File: src/rtl/core/json_string_unescape_defines.svh
// Assertion macros shared by the JSON string unescaper RTL.
// Expects i_clk and an active-low synchronous i_rst_n in the including module.
`ifndef JSON_STRING_UNESCAPE_DEFINES_SVH
`define JSON_STRING_UNESCAPE_DEFINES_SVH

// Condition that must hold at every clock edge out of reset.
`define JSU_ASSERT(lbl, cond, msg) \
    lbl: assert property (@(posedge i_clk) disable iff (!i_rst_n) (cond)) else $error(msg);

// Antecedent at one edge implies consequent at the next edge.
`define JSU_ASSERT_NEXT(lbl, ante, cons, msg) \
    lbl: assert property (@(posedge i_clk) disable iff (!i_rst_n) (ante) |=> (cons)) \
        else $error(msg);

`endif

File: src/rtl/core/jsu_pkg.sv
// Shared types, codes and helper functions for the JSON string unescaper.
// No dependencies; used by jsu_decode, jsu_result_fifo and the top level.
package jsu_pkg;

    localparam int MAX_BURST  = 4;
    localparam int FIFO_DEPTH = 8;
    localparam int FIFO_AW    = 3;

    localparam logic [11:0] MAX_LEN_RESET = 12'd4090;

    // result kinds
    localparam logic [1:0] KIND_BYTE = 2'd0;
    localparam logic [1:0] KIND_DONE = 2'd1;
    localparam logic [1:0] KIND_ERR  = 2'd2;

    // error codes
    localparam logic [3:0] ERR_NO_QUOTE    = 4'd0;
    localparam logic [3:0] ERR_TOO_LONG    = 4'd1;
    localparam logic [3:0] ERR_END_ESC     = 4'd2;
    localparam logic [3:0] ERR_SHORT_U     = 4'd3;
    localparam logic [3:0] ERR_BAD_HEX     = 4'd4;
    localparam logic [3:0] ERR_NO_SECOND   = 4'd5;
    localparam logic [3:0] ERR_BAD_HEX_LOW = 4'd6;
    localparam logic [3:0] ERR_NOT_LOW     = 4'd7;
    localparam logic [3:0] ERR_LONE_LOW    = 4'd8;
    localparam logic [3:0] ERR_UNTERM      = 4'd9;

    // source characters
    localparam logic [7:0] CH_QUOTE  = 8'h22;
    localparam logic [7:0] CH_BSLASH = 8'h5C;
    localparam logic [7:0] CH_U      = 8'h75;

    typedef enum logic [2:0] {
        PH_WAIT,
        PH_BODY,
        PH_ESC,
        PH_HEX1,
        PH_SBS,
        PH_SU,
        PH_HEX2
    } t_phase;

    typedef struct packed {
        logic [1:0]  kind;
        logic [7:0]  out_byte;
        logic [3:0]  error_code;
        logic [11:0] string_length;
        logic        last;
    } t_result;

    // results caused by one accepted source byte, lowest index first
    typedef struct packed {
        logic [2:0]                count;
        t_result [MAX_BURST-1:0]   res;
    } t_burst;

    // {valid, nibble}
    function automatic logic [4:0] hex_digit(input logic [7:0] b);
        logic [4:0] r;
        r = 5'd0;
        if (b >= 8'h30 && b <= 8'h39) begin
            r = {1'b1, b[3:0]};
        end else if ((b >= 8'h61 && b <= 8'h66) || (b >= 8'h41 && b <= 8'h46)) begin
            r = {1'b1, b[3:0] + 4'd9};
        end
        return r;
    endfunction

    function automatic logic [7:0] esc_map(input logic [7:0] b);
        logic [7:0] r;
        case (b)
            8'h6E:   r = 8'h0A;
            8'h72:   r = 8'h0D;
            8'h74:   r = 8'h09;
            8'h62:   r = 8'h08;
            8'h66:   r = 8'h0C;
            default: r = b;
        endcase
        return r;
    endfunction

endpackage

File: src/rtl/core/jsu_decode.sv
// Decoder state machine and UTF-8 encoder: one source byte per transaction in,
// one burst of up to four results out. Depends on jsu_pkg and the defines header.
`include "json_string_unescape_defines.svh"

module jsu_decode (
    input  logic             i_clk,
    input  logic             i_rst_n,
    input  logic             i_accept,
    input  logic [7:0]       i_byte,
    input  logic             i_at_end,
    input  logic             i_cfg_wr_en,
    input  logic [11:0]      i_cfg_wr_data,
    output jsu_pkg::t_burst  o_burst
);

    jsu_pkg::t_phase r_phase, n_phase;
    logic [15:0] r_hex_acc, n_hex_acc;
    logic [1:0]  r_digit_cnt, n_digit_cnt;
    logic [9:0]  r_hi_bits, n_hi_bits;
    logic [11:0] r_count, n_count;
    logic [11:0] r_max, n_max;

    // datapath
    logic [4:0]       hex;
    logic [15:0]      acc_shift;
    logic             last_digit;
    logic             is_high;
    logic             is_low;
    logic [20:0]      cp;
    logic [2:0]       utf_len;
    logic [3:0][7:0]  utf_b;
    logic             fits;

    // events for the current byte
    logic        e_err;
    logic [3:0]  e_code;
    logic        e_done;
    logic        e_byte;
    logic [7:0]  e_byte_val;
    logic        e_cp;

    always_comb begin
        hex        = jsu_pkg::hex_digit(i_byte);
        acc_shift  = {r_hex_acc[11:0], hex[3:0]};
        last_digit = (r_digit_cnt == 2'd3);
        is_high    = (acc_shift[15:10] == 6'b110110);
        is_low     = (acc_shift[15:10] == 6'b110111);
        if (r_phase == jsu_pkg::PH_HEX2) begin
            cp = 21'h10000 + {1'b0, r_hi_bits, acc_shift[9:0]};
        end else begin
            cp = {5'd0, acc_shift};
        end
    end

    always_comb begin
        utf_b = '0;
        if (cp < 21'h80) begin
            utf_len  = 3'd1;
            utf_b[0] = cp[7:0];
        end else if (cp < 21'h800) begin
            utf_len  = 3'd2;
            utf_b[0] = 8'hC0 | {3'b0, cp[10:6]};
            utf_b[1] = 8'h80 | {2'b0, cp[5:0]};
        end else if (cp < 21'h10000) begin
            utf_len  = 3'd3;
            utf_b[0] = 8'hE0 | {4'b0, cp[15:12]};
            utf_b[1] = 8'h80 | {2'b0, cp[11:6]};
            utf_b[2] = 8'h80 | {2'b0, cp[5:0]};
        end else begin
            utf_len  = 3'd4;
            utf_b[0] = 8'hF0 | {5'b0, cp[20:18]};
            utf_b[1] = 8'h80 | {2'b0, cp[17:12]};
            utf_b[2] = 8'h80 | {2'b0, cp[11:6]};
            utf_b[3] = 8'h80 | {2'b0, cp[5:0]};
        end
        fits = ({1'b0, r_count} + {10'b0, utf_len}) <= {1'b0, r_max};
    end

    // classify the byte against the current phase
    always_comb begin
        e_err      = 1'b0;
        e_code     = jsu_pkg::ERR_NO_QUOTE;
        e_done     = 1'b0;
        e_byte     = 1'b0;
        e_byte_val = i_byte;
        e_cp       = 1'b0;
        unique case (r_phase) inside
            jsu_pkg::PH_BODY: begin
                if (i_at_end) begin
                    e_err  = 1'b1;
                    e_code = jsu_pkg::ERR_UNTERM;
                end else if (i_byte == jsu_pkg::CH_QUOTE) begin
                    e_done = 1'b1;
                end else if (r_count >= r_max) begin
                    e_err  = 1'b1;
                    e_code = jsu_pkg::ERR_TOO_LONG;
                end else if (i_byte != jsu_pkg::CH_BSLASH) begin
                    e_byte = 1'b1;
                end
            end
            jsu_pkg::PH_ESC: begin
                if (i_at_end) begin
                    e_err  = 1'b1;
                    e_code = jsu_pkg::ERR_END_ESC;
                end else if (i_byte != jsu_pkg::CH_U) begin
                    e_byte     = 1'b1;
                    e_byte_val = jsu_pkg::esc_map(i_byte);
                end
            end
            jsu_pkg::PH_HEX1, jsu_pkg::PH_HEX2: begin
                if (i_at_end) begin
                    e_err  = 1'b1;
                    e_code = (r_phase == jsu_pkg::PH_HEX2) ? jsu_pkg::ERR_NO_SECOND
                                                           : jsu_pkg::ERR_SHORT_U;
                end else if (!hex[4]) begin
                    e_err  = 1'b1;
                    e_code = (r_phase == jsu_pkg::PH_HEX2) ? jsu_pkg::ERR_BAD_HEX_LOW
                                                           : jsu_pkg::ERR_BAD_HEX;
                end else if (last_digit) begin
                    if (r_phase == jsu_pkg::PH_HEX1 && is_low) begin
                        e_err  = 1'b1;
                        e_code = jsu_pkg::ERR_LONE_LOW;
                    end else if (r_phase == jsu_pkg::PH_HEX2 && !is_low) begin
                        e_err  = 1'b1;
                        e_code = jsu_pkg::ERR_NOT_LOW;
                    end else if (r_phase == jsu_pkg::PH_HEX2 || !is_high) begin
                        if (fits) begin
                            e_cp = 1'b1;
                        end else begin
                            e_err  = 1'b1;
                            e_code = jsu_pkg::ERR_TOO_LONG;
                        end
                    end
                end
            end
            jsu_pkg::PH_SBS: begin
                if (i_at_end || i_byte != jsu_pkg::CH_BSLASH) begin
                    e_err  = 1'b1;
                    e_code = jsu_pkg::ERR_NO_SECOND;
                end
            end
            jsu_pkg::PH_SU: begin
                if (i_at_end || i_byte != jsu_pkg::CH_U) begin
                    e_err  = 1'b1;
                    e_code = jsu_pkg::ERR_NO_SECOND;
                end
            end
            default: begin
                // waiting for the opening quote
                if (i_at_end || i_byte != jsu_pkg::CH_QUOTE) begin
                    e_err = 1'b1;
                end
            end
        endcase
    end

    // next state
    always_comb begin
        n_phase     = r_phase;
        n_hex_acc   = r_hex_acc;
        n_digit_cnt = r_digit_cnt;
        n_hi_bits   = r_hi_bits;
        n_count     = r_count;
        n_max       = i_cfg_wr_en ? i_cfg_wr_data : r_max;
        if (i_accept) begin
            if (e_err || e_done) begin
                n_phase     = jsu_pkg::PH_WAIT;
                n_hex_acc   = '0;
                n_digit_cnt = '0;
                n_hi_bits   = '0;
                n_count     = '0;
            end else begin
                unique case (r_phase) inside
                    jsu_pkg::PH_BODY: begin
                        if (e_byte) begin
                            n_count = r_count + 12'd1;
                        end else begin
                            n_phase = jsu_pkg::PH_ESC;
                        end
                    end
                    jsu_pkg::PH_ESC: begin
                        if (e_byte) begin
                            n_phase = jsu_pkg::PH_BODY;
                            n_count = r_count + 12'd1;
                        end else begin
                            n_phase     = jsu_pkg::PH_HEX1;
                            n_hex_acc   = '0;
                            n_digit_cnt = '0;
                        end
                    end
                    jsu_pkg::PH_HEX1, jsu_pkg::PH_HEX2: begin
                        if (e_cp) begin
                            n_phase     = jsu_pkg::PH_BODY;
                            n_count     = r_count + {9'b0, utf_len};
                            n_hex_acc   = '0;
                            n_digit_cnt = '0;
                        end else if (!last_digit) begin
                            n_hex_acc   = acc_shift;
                            n_digit_cnt = r_digit_cnt + 2'd1;
                        end else begin
                            // high surrogate: hold its payload for the pair
                            n_phase     = jsu_pkg::PH_SBS;
                            n_hi_bits   = acc_shift[9:0];
                            n_hex_acc   = '0;
                            n_digit_cnt = '0;
                        end
                    end
                    jsu_pkg::PH_SBS: begin
                        n_phase = jsu_pkg::PH_SU;
                    end
                    jsu_pkg::PH_SU: begin
                        n_phase     = jsu_pkg::PH_HEX2;
                        n_hex_acc   = '0;
                        n_digit_cnt = '0;
                    end
                    default: begin
                        n_phase = jsu_pkg::PH_BODY;
                    end
                endcase
            end
        end
    end

    // result burst
    always_comb begin
        logic [2:0] last_idx;
        last_idx = utf_len - 3'd1;
        o_burst  = '0;
        if (i_accept) begin
            if (e_err) begin
                o_burst.count             = 3'd1;
                o_burst.res[0].kind       = jsu_pkg::KIND_ERR;
                o_burst.res[0].error_code = e_code;
                o_burst.res[0].last       = 1'b1;
            end else if (e_done) begin
                o_burst.count                = 3'd1;
                o_burst.res[0].kind          = jsu_pkg::KIND_DONE;
                o_burst.res[0].string_length = r_count;
                o_burst.res[0].last          = 1'b1;
            end else if (e_byte) begin
                o_burst.count           = 3'd1;
                o_burst.res[0].kind     = jsu_pkg::KIND_BYTE;
                o_burst.res[0].out_byte = e_byte_val;
                o_burst.res[0].last     = 1'b1;
            end else if (e_cp) begin
                o_burst.count = utf_len;
                for (int i = 0; i < jsu_pkg::MAX_BURST; i++) begin
                    o_burst.res[i].kind     = jsu_pkg::KIND_BYTE;
                    o_burst.res[i].out_byte = utf_b[i];
                    o_burst.res[i].last     = (last_idx[1:0] == 2'(i));
                end
            end
        end
    end

    always_ff @(posedge i_clk) begin
        if (!i_rst_n) begin
            r_phase     <= jsu_pkg::PH_WAIT;
            r_hex_acc   <= '0;
            r_digit_cnt <= '0;
            r_hi_bits   <= '0;
            r_count     <= '0;
            r_max       <= jsu_pkg::MAX_LEN_RESET;
        end else begin
            r_phase     <= n_phase;
            r_hex_acc   <= n_hex_acc;
            r_digit_cnt <= n_digit_cnt;
            r_hi_bits   <= n_hi_bits;
            r_count     <= n_count;
            r_max       <= n_max;
        end
    end

    `JSU_ASSERT_NEXT(a_err_goes_idle, i_accept && e_err, r_phase == jsu_pkg::PH_WAIT && r_count == 12'd0, "error did not return decoder to idle")
    `JSU_ASSERT_NEXT(a_quote_opens, i_accept && r_phase == jsu_pkg::PH_WAIT && !e_err, r_phase == jsu_pkg::PH_BODY && r_count == 12'd0, "opening quote did not start a string")
    `JSU_ASSERT(a_hex_only_in_hex, r_digit_cnt == 2'd0 || r_phase == jsu_pkg::PH_HEX1 || r_phase == jsu_pkg::PH_HEX2, "digit count left over outside hex phase")

endmodule

File: src/rtl/core/jsu_result_fifo.sv
// Result queue: takes a burst of up to four results per cycle, drains one per
// transaction on the output stream. Depends on jsu_pkg and the defines header.
`include "json_string_unescape_defines.svh"

module jsu_result_fifo (
    input  logic             i_clk,
    input  logic             i_rst_n,
    input  jsu_pkg::t_burst  i_burst,
    output logic             o_space,
    output logic             o_valid,
    input  logic             i_ready,
    output jsu_pkg::t_result o_result
);

    jsu_pkg::t_result [jsu_pkg::FIFO_DEPTH-1:0] r_mem;
    logic [jsu_pkg::FIFO_AW-1:0] r_wr_ptr, n_wr_ptr;
    logic [jsu_pkg::FIFO_AW-1:0] r_rd_ptr, n_rd_ptr;
    logic [jsu_pkg::FIFO_AW:0]   r_count, n_count;

    logic [jsu_pkg::FIFO_DEPTH-1:0]              w_we;
    jsu_pkg::t_result [jsu_pkg::FIFO_DEPTH-1:0]  w_data;
    logic                                        pop;

    assign o_valid  = (r_count != '0);
    assign o_result = r_mem[r_rd_ptr];
    // room for a full burst
    assign o_space  = (r_count <= (jsu_pkg::FIFO_AW + 1)'(jsu_pkg::FIFO_DEPTH - jsu_pkg::MAX_BURST));
    assign pop      = o_valid && i_ready;

    always_comb begin
        logic [jsu_pkg::FIFO_AW-1:0] off;
        for (int j = 0; j < jsu_pkg::FIFO_DEPTH; j++) begin
            off       = jsu_pkg::FIFO_AW'(j) - r_wr_ptr;
            w_we[j]   = ({1'b0, off} < {1'b0, i_burst.count});
            w_data[j] = i_burst.res[off[1:0]];
        end
        n_wr_ptr = r_wr_ptr + i_burst.count;
        n_rd_ptr = r_rd_ptr + jsu_pkg::FIFO_AW'(pop);
        n_count  = r_count + {1'b0, i_burst.count} - (jsu_pkg::FIFO_AW + 1)'(pop);
    end

    always_ff @(posedge i_clk) begin
        for (int j = 0; j < jsu_pkg::FIFO_DEPTH; j++) begin
            if (w_we[j]) begin
                r_mem[j] <= w_data[j];
            end
        end
    end

    always_ff @(posedge i_clk) begin
        if (!i_rst_n) begin
            r_wr_ptr <= '0;
            r_rd_ptr <= '0;
            r_count  <= '0;
        end else begin
            r_wr_ptr <= n_wr_ptr;
            r_rd_ptr <= n_rd_ptr;
            r_count  <= n_count;
        end
    end

    `JSU_ASSERT(a_no_overflow, i_burst.count == 3'd0 || o_space, "burst written without room")
    `JSU_ASSERT_NEXT(a_drain_empty, pop && r_count == 4'd1 && i_burst.count == 3'd0, !o_valid, "queue not empty after last result drained")

endmodule

File: src/rtl/core/json_string_unescape.sv
// JSON string unescaper, top level.
// Input stream: one source byte per transaction, s_axis_tdata = byte_value,
//   s_axis_tuser = at_end (source exhausted, data ignored). Start at the
//   opening quote; a quote, a backslash escape or a \uXXXX escape (pairs
//   included) are decoded, every other byte passes through.
// Output stream: one result per transaction. m_axis_tuser = kind (decoded
//   byte, string complete, error); m_axis_tdata carries out_byte, error_code
//   and string_length; m_axis_tlast marks the final result of one input byte.
// Configuration: i_cfg_wr_en writes max_length; the user must do so only while the block is idle;
//   the block does not enforce this. Results are registered into the result queue and offered in order.
// Throughput: one source byte per cycle while each byte gives at most one
//   result and m_axis_tready is high; a \u escape that becomes up to four UTF-8
//   bytes drains one per cycle while m_axis_tready is high, from an eight-entry
//   result queue, and input is held whenever the queue has less room than four results.
// Reset: synchronous, active low; the decoder waits for an opening quote,
//   max_length returns to 4090 and the queue empties.
// Stall: with m_axis_tready low, results stay queued and input stops once
//   the queue cannot take another full burst.
module json_string_unescape (
    input  logic        i_clk,
    input  logic        i_rst_n,
    input  logic        s_axis_tvalid,
    output logic        s_axis_tready,
    input  logic [7:0]  s_axis_tdata,   // [7:0] byte_value
    input  logic [0:0]  s_axis_tuser,   // [0] at_end
    output logic        m_axis_tvalid,
    input  logic        m_axis_tready,
    output logic [23:0] m_axis_tdata,   // [7:0] out_byte, [11:8] error_code, [23:12] string_length
    output logic [1:0]  m_axis_tuser,   // [1:0] kind
    output logic        m_axis_tlast,
    input  logic        i_cfg_wr_en,
    input  logic [11:0] i_cfg_wr_data
);

    jsu_pkg::t_burst  burst;
    jsu_pkg::t_result result;
    logic             space;
    logic             accept;

    assign s_axis_tready = space;
    assign accept        = s_axis_tvalid && space;

    jsu_decode u_decode (
        .i_clk         (i_clk),
        .i_rst_n       (i_rst_n),
        .i_accept      (accept),
        .i_byte        (s_axis_tdata),
        .i_at_end      (s_axis_tuser[0]),
        .i_cfg_wr_en   (i_cfg_wr_en),
        .i_cfg_wr_data (i_cfg_wr_data),
        .o_burst       (burst)
    );

    jsu_result_fifo u_fifo (
        .i_clk    (i_clk),
        .i_rst_n  (i_rst_n),
        .i_burst  (burst),
        .o_space  (space),
        .o_valid  (m_axis_tvalid),
        .i_ready  (m_axis_tready),
        .o_result (result)
    );

    assign m_axis_tdata = {result.string_length, result.error_code, result.out_byte};
    assign m_axis_tuser = result.kind;
    assign m_axis_tlast = result.last;

endmodule

File: config.mk
export PLATFORM = sky130hd
export DESIGN_NAME = json_string_unescape
export DESIGN_NICKNAME = d
export VERILOG_FILES = /design/src/rtl/core/jsu_pkg.sv /design/src/rtl/core/jsu_decode.sv /design/src/rtl/core/jsu_result_fifo.sv /design/src/rtl/core/json_string_unescape.sv
export VERILOG_INCLUDE_DIRS = /design/src /design/src/rtl/core
export SDC_FILE = /design/constraint.sdc
export NUM_CORES = 1
export LEC_CHECK = 0
export BUFFER_PORTS_ARGS = -buffer_cell sky130_fd_sc_hd__buf_2
export CAP_MARGIN = 20
export CORE_UTILIZATION = 65
export CTS_BUF_LIST = sky130_fd_sc_hd__clkbuf_2 sky130_fd_sc_hd__clkbuf_4 sky130_fd_sc_hd__clkbuf_8
export CTS_CLUSTER_DIAMETER = 50
export CTS_CLUSTER_SIZE = 12
export DETAILED_ROUTE_END_ITERATION = 6
export GPL_TIMING_DRIVEN = 1
export PLACE_DENSITY = 0.83
export SYNTH_ARGS = -nofsm -noshare
export SYNTH_HDL_FRONTEND = slang
export SYNTH_HIERARCHICAL = 1
export SYNTH_SLANG_ARGS = --single-unit
File: constraint.sdc
create_clock -name i_clk -period 17.25 [get_ports i_clk]
set_input_delay 1.725 -clock i_clk [delete_from_list [all_inputs] [get_ports i_clk]]
set_output_delay 1.725 -clock i_clk [all_outputs]
set_load 0.02 [all_outputs]
==> flow_summary.toml, run 1 <==
[run_status]
outcome = "finished clean"

[place]
io_buffer_count = 54
post-dp-hpwl_mm = 26.4
finalWeightedCongestion = 0.930
dpl_worst_slack_ns = 8.81

[run]
drv_cap = 0

[clock_tree]
max-clock-path-buffers = 3
cts.sinks = 277
cts_root_buffer = "clkbuf_8"
clkTransAtPathRegs_ns = 0.08
cts_tree = "yes"
h-tree-depth = 1
post_cts_buffers = 0
cts_inserted_buffers = 30
cts_hold_buffers = 0
cts_resized = 0
insertion_delay_ns = 0.63

[yosys]
synth_edf_count = 216
synthTopCellsByArea = "edfxtp_1 38%, mux4_2 14%, mux4_1 8.4%"
synth_flop_cell = "edfxtp_1"
yosysTopAreaCell = "edfxtp_1"
syn_area_sq_mm = 0.0169
yosys_warnings = 6
ys_types = 83
synthArstFlopShare_pct = 0
synth-seq-cells = 277
synth_cells = 1231
yosysSeqAreaShare_pct = 45.6
yosys.area.top_type_share_pct = 38.4
syn_area_per_cell_sq_um = 13.7

[pwr]
max-vdd-ir-drop_v = 0.0000962
power_mw = 2.48
powerDensity_mw_per_mm2 = 137
p_leak_nw = 6.50

[die]
start_util_pct = 66.8
coreArea_sq_mm = 0.0253
die_area_sq_mm = 0.0267
io_pins = 55
fp-row-count = 58
chipHeight_um = 163
die_w_um = 163

[min_path]
holdCritPathClass = "flop to flop"

[routing]
vias = 10900
first_iter_violations = 988
wirelength_mm = 38.8
wl_per_cell_um = 24.1
firstDrtPassIters = 5
avgViaCountPerCell = 6.80
ant_nets = 0
drc = 0

[setup_path]
crit_slowest_cell = "a21oi_4"
critPathKind = "flop to flop"
crit_top_cell = "nor2_1"
max_stage_delay_ns = 0.92
crit_arrival_ns = 8.81
start_kind = "flop"
cp_max_fo = 27
required_ns = 17.46
crit_path_cell_trace = "and3b_1 -> nand2_1 -> o22ai_1 -> nand2b_1 -> nor2_1 -> nor2_1 -> ha_1 -> a21o_1 -> a21oi_1 -> nor2_1 -> xor2_1 -> ha_1 -> nand4_1 -> nor4_1 -> a31oi_1 -> or3_1 -> nor2_4 -> nand3_2 -> nor2_1 -> inv_1 -> ha_1 -> a21o_1 -> a21oi_4"
ff2ff_setup_slack_ns = 8.65
critPathCaptureType = "flop"

[global_routing]
grt_pass1_vias = 10500
grt_max_degree = 59
gr-usage-all-layers_pct = 29.1
grt_antenna_before_repair = 1
grt_pass1_wl_mm = 58.9
gr-total-overflow = 0

[finish]
n_antenna_cell = 0
drive_gt1_share_pct = 23.6
syn2layout_area_growth_pct = 6.56
nFillCells = 1618
final_core_util_pct = 71.1
nNetsFinal = 1345

[sta]
period_minus_slack_ns = 8.60
setup_violations = 0
hold_viol_final = 0
post-route-period-util_pct = 49.9
finalMaxSlewViolations = 0
setup_ws_ns = 8.65
hold_slack_ns = 0.473
fmax_mhz = 116
slew_headroom_pct = 22.7
rsz0062_at_grt = "false"
setup_tns_ns = 0
worst_pin_slew_ns = 1.16
finalClockSkew_ns = 0.0490
-- power breakdown --
part | internal [mW] | total, mW | switching (mW)
logic | 0.448 | 0.973 | 0.526
registers | 0.957 | 1.04 | 0.0779
clock network | 0.234 | 0.468 | 0.234
-- critical path: cells and delay by family, from the launching register on --
family / cells / cell delay [ns]
flops: 1 / 0.74
xor+xnor: 1 / 0.17
fa+ha+maj: 3 / 0.93
buf+inv: 1 / 0.17
compound gates: 6 / 2.62
simple gates: 12 / 3.55
-- synth_stat cells, types with 21 or more instances --
| master | number |
|---|---|
| edfxtp_1 | 216 |
| nand2_1 | 62 |
| dfxtp_1 | 61 |
| nor2_1 | 73 |
| mux4_1 | 54 |
| buf_4 | 61 |
| mux2_2 | 30 |
| nand3_1 | 21 |
| o21ai_0 | 27 |
| nor3_1 | 22 |
| and2_1 | 22 |
| buf_2 | 25 |
| inv_1 | 51 |
| ha_1 | 61 |
| mux4_2 | 108 |
| a21oi_1 | 51 |
| clkbuf_1 | 37 |
-- final timing paths --
path                            depth (start not counted)             startpoint                     to
worst min register to register                          1  u_decode/r_hi_bits[0]  u_decode/r_hi_bits[0]
worst min-delay path                                    1  u_decode/r_hi_bits[0]  u_decode/r_hi_bits[0]
worst max-delay path                                   23    u_decode/r_phase[1]       u_fifo/r_mem[11]
worst max register to register                         23    u_decode/r_phase[1]       u_fifo/r_mem[11]
-- flip-flops by register name (all words and copies together) (netlist names) --
name	count
u_decode/r_count	12
u_decode/r_digit_cnt	2
u_decode/r_hex_acc	12
u_decode/r_hi_bits	10
u_decode/r_max	12
u_decode/r_phase	3
u_fifo/r_count	4
u_fifo/r_mem	216
u_fifo/r_rd_ptr	3
u_fifo/r_wr_ptr	3
-- through the flow --
step	instance area [sq um]	instances
detailed placement	17100	1544
floorplan	17100	1287
global placement	17100	1544
CTS	17800	1600
global route	18000	1608
finish	18000	1608
-- cell type report --
type,instances,area (sq um),share of cell area (%)
clock buffers,46,539,2.99
clock inverters,10,126,0.701
inverters,53,199,1.10
multi-input cells,821,8480,47.1
flip-flops and latches,277,7710,42.8
well taps,330,413,2.29
repair buffers,71,543,3.01
-- routing by layer --
layer | part of all wire (%) | GRT usage [%] | routed length [um] | vias up
met5 | 0 | 0 | 0 | -
met4 | 3.3 | 9.39 | 1290 | 0
met3 | 7.1 | 3.40 | 2760 | 109
met2 | 50 | 49.5 | 19300 | 564
met1 | 40 | 39.2 | 15400 | 5428
li1 | - | - | - | 4836
-- cells in the final DEF (no fill, tap or decap), drive strengths merged, types with 5 or more instances in the layout --
master  count
buf        71
o211ai     12
a21oi      51
mux2i      13
inv        55
edfxtp    216
ha         61
o31ai       5
xnor2      12
a211oi      5
or3         8
nor4        5
conb       57
and3       11
nand2b     10
o21ai      31
a32o       15
a22oi       6
dfxtp      61
a21o       12
nand3      24
mux2       30
a31oi       8
clkinv      5
nor2b       8
clkbuf     46
nand2      62
mux4      162
nor3       22
and2       22
o22ai       8
nor2       75
xor2       14
-- kinds of logic after synthesis --
family / Yosys count / synth area share [%]
and+or+nand+nor: 271 / 8.16
muxes: 205 / 25.5
xor gates and xnor gates: 26 / 1.35
other: 1 / 0.0222
AOI/OAI and AO/OA: 197 / 8.23
adders and majority gates: 65 / 4.99
buffers and inverters: 189 / 6.14
DFF: 277 / 45.6
Power figures use the tool's default switching activity.
==> inputs of run 2 (changes only) <==
Clock period 17.25 ns to 8.35 ns, I/O delays scaled along.
==> run 2 against run 1 <==
Net effect: utilization down 0.57 points; sequential cell count stayed put; critical path type unchanged; global-route usage rose by 0.99 points; largest cell class unchanged; clock power is 94% higher; hold slack improved by 0.012 ns; via count is essentially flat; die area unchanged; power increased by 100%; routed wire length grew 0.33%; count of clock-buffer cells in the layout decreased by 7.
==> flow_summary.toml, run 2 (synthesized netlist as in run 1, its figures left out) <==
[run_status]
outcome = "finished clean"

[setup_path]
r2r-end = "u_fifo/r_mem[193]"
ff2ff_setup_slack_ns = 0.95
reg2reg_from = "u_decode/r_phase[0]"
critPathCaptureType = "flop"
startpoint = "u_decode/r_phase[0]"
r2r_cells = 25
start_kind = "flop"
cp-endpoint = "u_fifo/r_mem[193]"
cp_max_fo = 27
required_ns = 8.56
crit_arrival_ns = 7.62
critPathKind = "flop to flop"

[global_routing]
gr-usage-all-layers_pct = 30.1
grt_pass1_wl_mm = 61.0
gr-total-overflow = 0
grt_pass1_vias = 10800
grt_max_degree = 65
grt_antenna_before_repair = 0

[die]
io_pins = 55
chipHeight_um = 163
start_util_pct = 66.8
die_area_sq_mm = 0.0267
die_w_um = 163
fp-row-count = 58
coreArea_sq_mm = 0.0253

[clock_tree]
max-clock-path-buffers = 3
cts_resized = 0
cts_inserted_buffers = 30
cts_tree = "yes"
cts_root_buffer = "clkbuf_8"
cts.sinks = 277
h-tree-depth = 1
cts_hold_buffers = 0
clkTransAtPathRegs_ns = 0.07
post_cts_buffers = 0
insertion_delay_ns = 0.59

[place]
post-dp-hpwl_mm = 27.3
io_buffer_count = 54
dpl_cell_area_sq_mm = 0.0172
dp.cells = 1557
dpl_worst_slack_ns = 1.06
finalWeightedCongestion = 0.967

[routing]
wl_per_cell_um = 24.2
firstDrtPassIters = 7
ant_nets = 0
avgViaCountPerCell = 6.80
drc = 0
vias = 10900
wirelength_mm = 38.9
first_iter_violations = 1199

[pwr]
p_leak_nw = 6.45
powerDensity_mw_per_mm2 = 280
max-vdd-ir-drop_v = 0.000212
power_mw = 5.00

[sta]
hold_viol_final = 0
finalClockSkew_ns = 0.0302
setup_ws_ns = 0.946
setup_violations = 0
finalMaxSlewViolations = 0
fmax_mhz = 135
rsz0062_at_grt = "false"
slew_headroom_pct = 34.4
hold_slack_ns = 0.486
worst_pin_slew_ns = 0.976
period_minus_slack_ns = 7.40
post-route-period-util_pct = 88.7
setup_tns_ns = 0

[finish]
largest-register = "u_fifo/r_mem"
nFillCells = 1646
drive_gt1_share_pct = 23.4
largest_register_ffs = 216
n_antenna_cell = 0
final_common_cell = "edfxtp_1"
layout_common_cells = "216 x edfxtp_1, 108 x mux4_2, 73 x nor2_1"
multi_input_area_sq_mm = 0.00848
syn2layout_area_growth_pct = 5.70
postLayoutCellArea_sq_mm = 0.0179
regArea_sq_mm = 0.00771
final_core_util_pct = 70.6
fin_cells = 1606
nNetsFinal = 1351

[run]
drv_cap = 0

[min_path]
holdCritPathClass = "input pin to flop"
[run 2: cell types whose count changed in the layout (fill, tap and decap cells not counted), sizes merged]
cell	previous run	this run
buf	71	77
clkbuf	46	39
inv	55	54
[run 2: power breakdown]
part / switching, mW / internal (mW)
Combinational: 1.08 / 0.891
Sequential: 0.145 / 1.98
Clock: 0.461 / 0.448
[run 2: critical path: stages, from the launching register on]
cell	delay [ns]
dfxtp_1	0.66
nand3b_1	0.43
nand2_1	0.15
o22ai_1	0.17
buf_4	0.19
nand2b_1	0.15
nor2_1	0.33
nor2_1	0.13
ha_1	0.29
a21o_1	0.17
a21oi_1	0.41
nor2_1	0.12
xor2_1	0.17
ha_1	0.31
nand4_1	0.13
nor4_1	0.37
a31oi_1	0.16
or3_1	0.54
nor2_4	0.28
nand3_2	0.29
nor2_1	0.20
inv_1	0.16
ha_1	0.35
a21o_1	0.23
a21oi_4	0.17
buf_4	0.43
[run 2: worst min-delay path by stage]
stage / from / to / slack (ns) / cells after the start
2_1_floorplan: u_decode/r_hi_bits[0] / u_decode/r_hi_bits[0] / 0.43 / 1
3_3_place_gp: u_decode/r_hi_bits[3] / u_decode/r_hi_bits[3] / 0.47 / 1
3_5_place_dp: u_decode/r_hi_bits[0] / u_decode/r_hi_bits[0] / 0.47 / 1
4_1_cts: i_cfg_wr_data[4] / u_decode/r_max[4] / 0.45 / 3
5_1_grt: i_cfg_wr_data[1] / u_decode/r_max[1] / 0.46 / 3
6_report: i_cfg_wr_data[10] / u_decode/r_max[10] / 0.49 / 3
[run 2: layout make-up]
class	count	area share (%)
Tap cell	330	2.31
Multi-Input combinational cell	821	47.5
Clock inverter	9	0.602
Clock buffer	39	2.76
Sequential cell	277	43.2
Timing Repair Buffer	77	2.59
Inverter	53	1.11
[run 2: per-layer routing]
| layer | up-vias | wire, um | part of all wire [%] | track usage, % |
|---|---|---|---|---|
| met5 | - | 0 | 0 | 0 |
| met3 | 74 | 3050 | 7.8 | 4.06 |
| li1 | 4855 | - | - | - |
| met4 | 0 | 865 | 2.2 | 7.73 |
| met1 | 5439 | 15600 | 40 | 41.3 |
| met2 | 560 | 19300 | 50 | 50.9 |
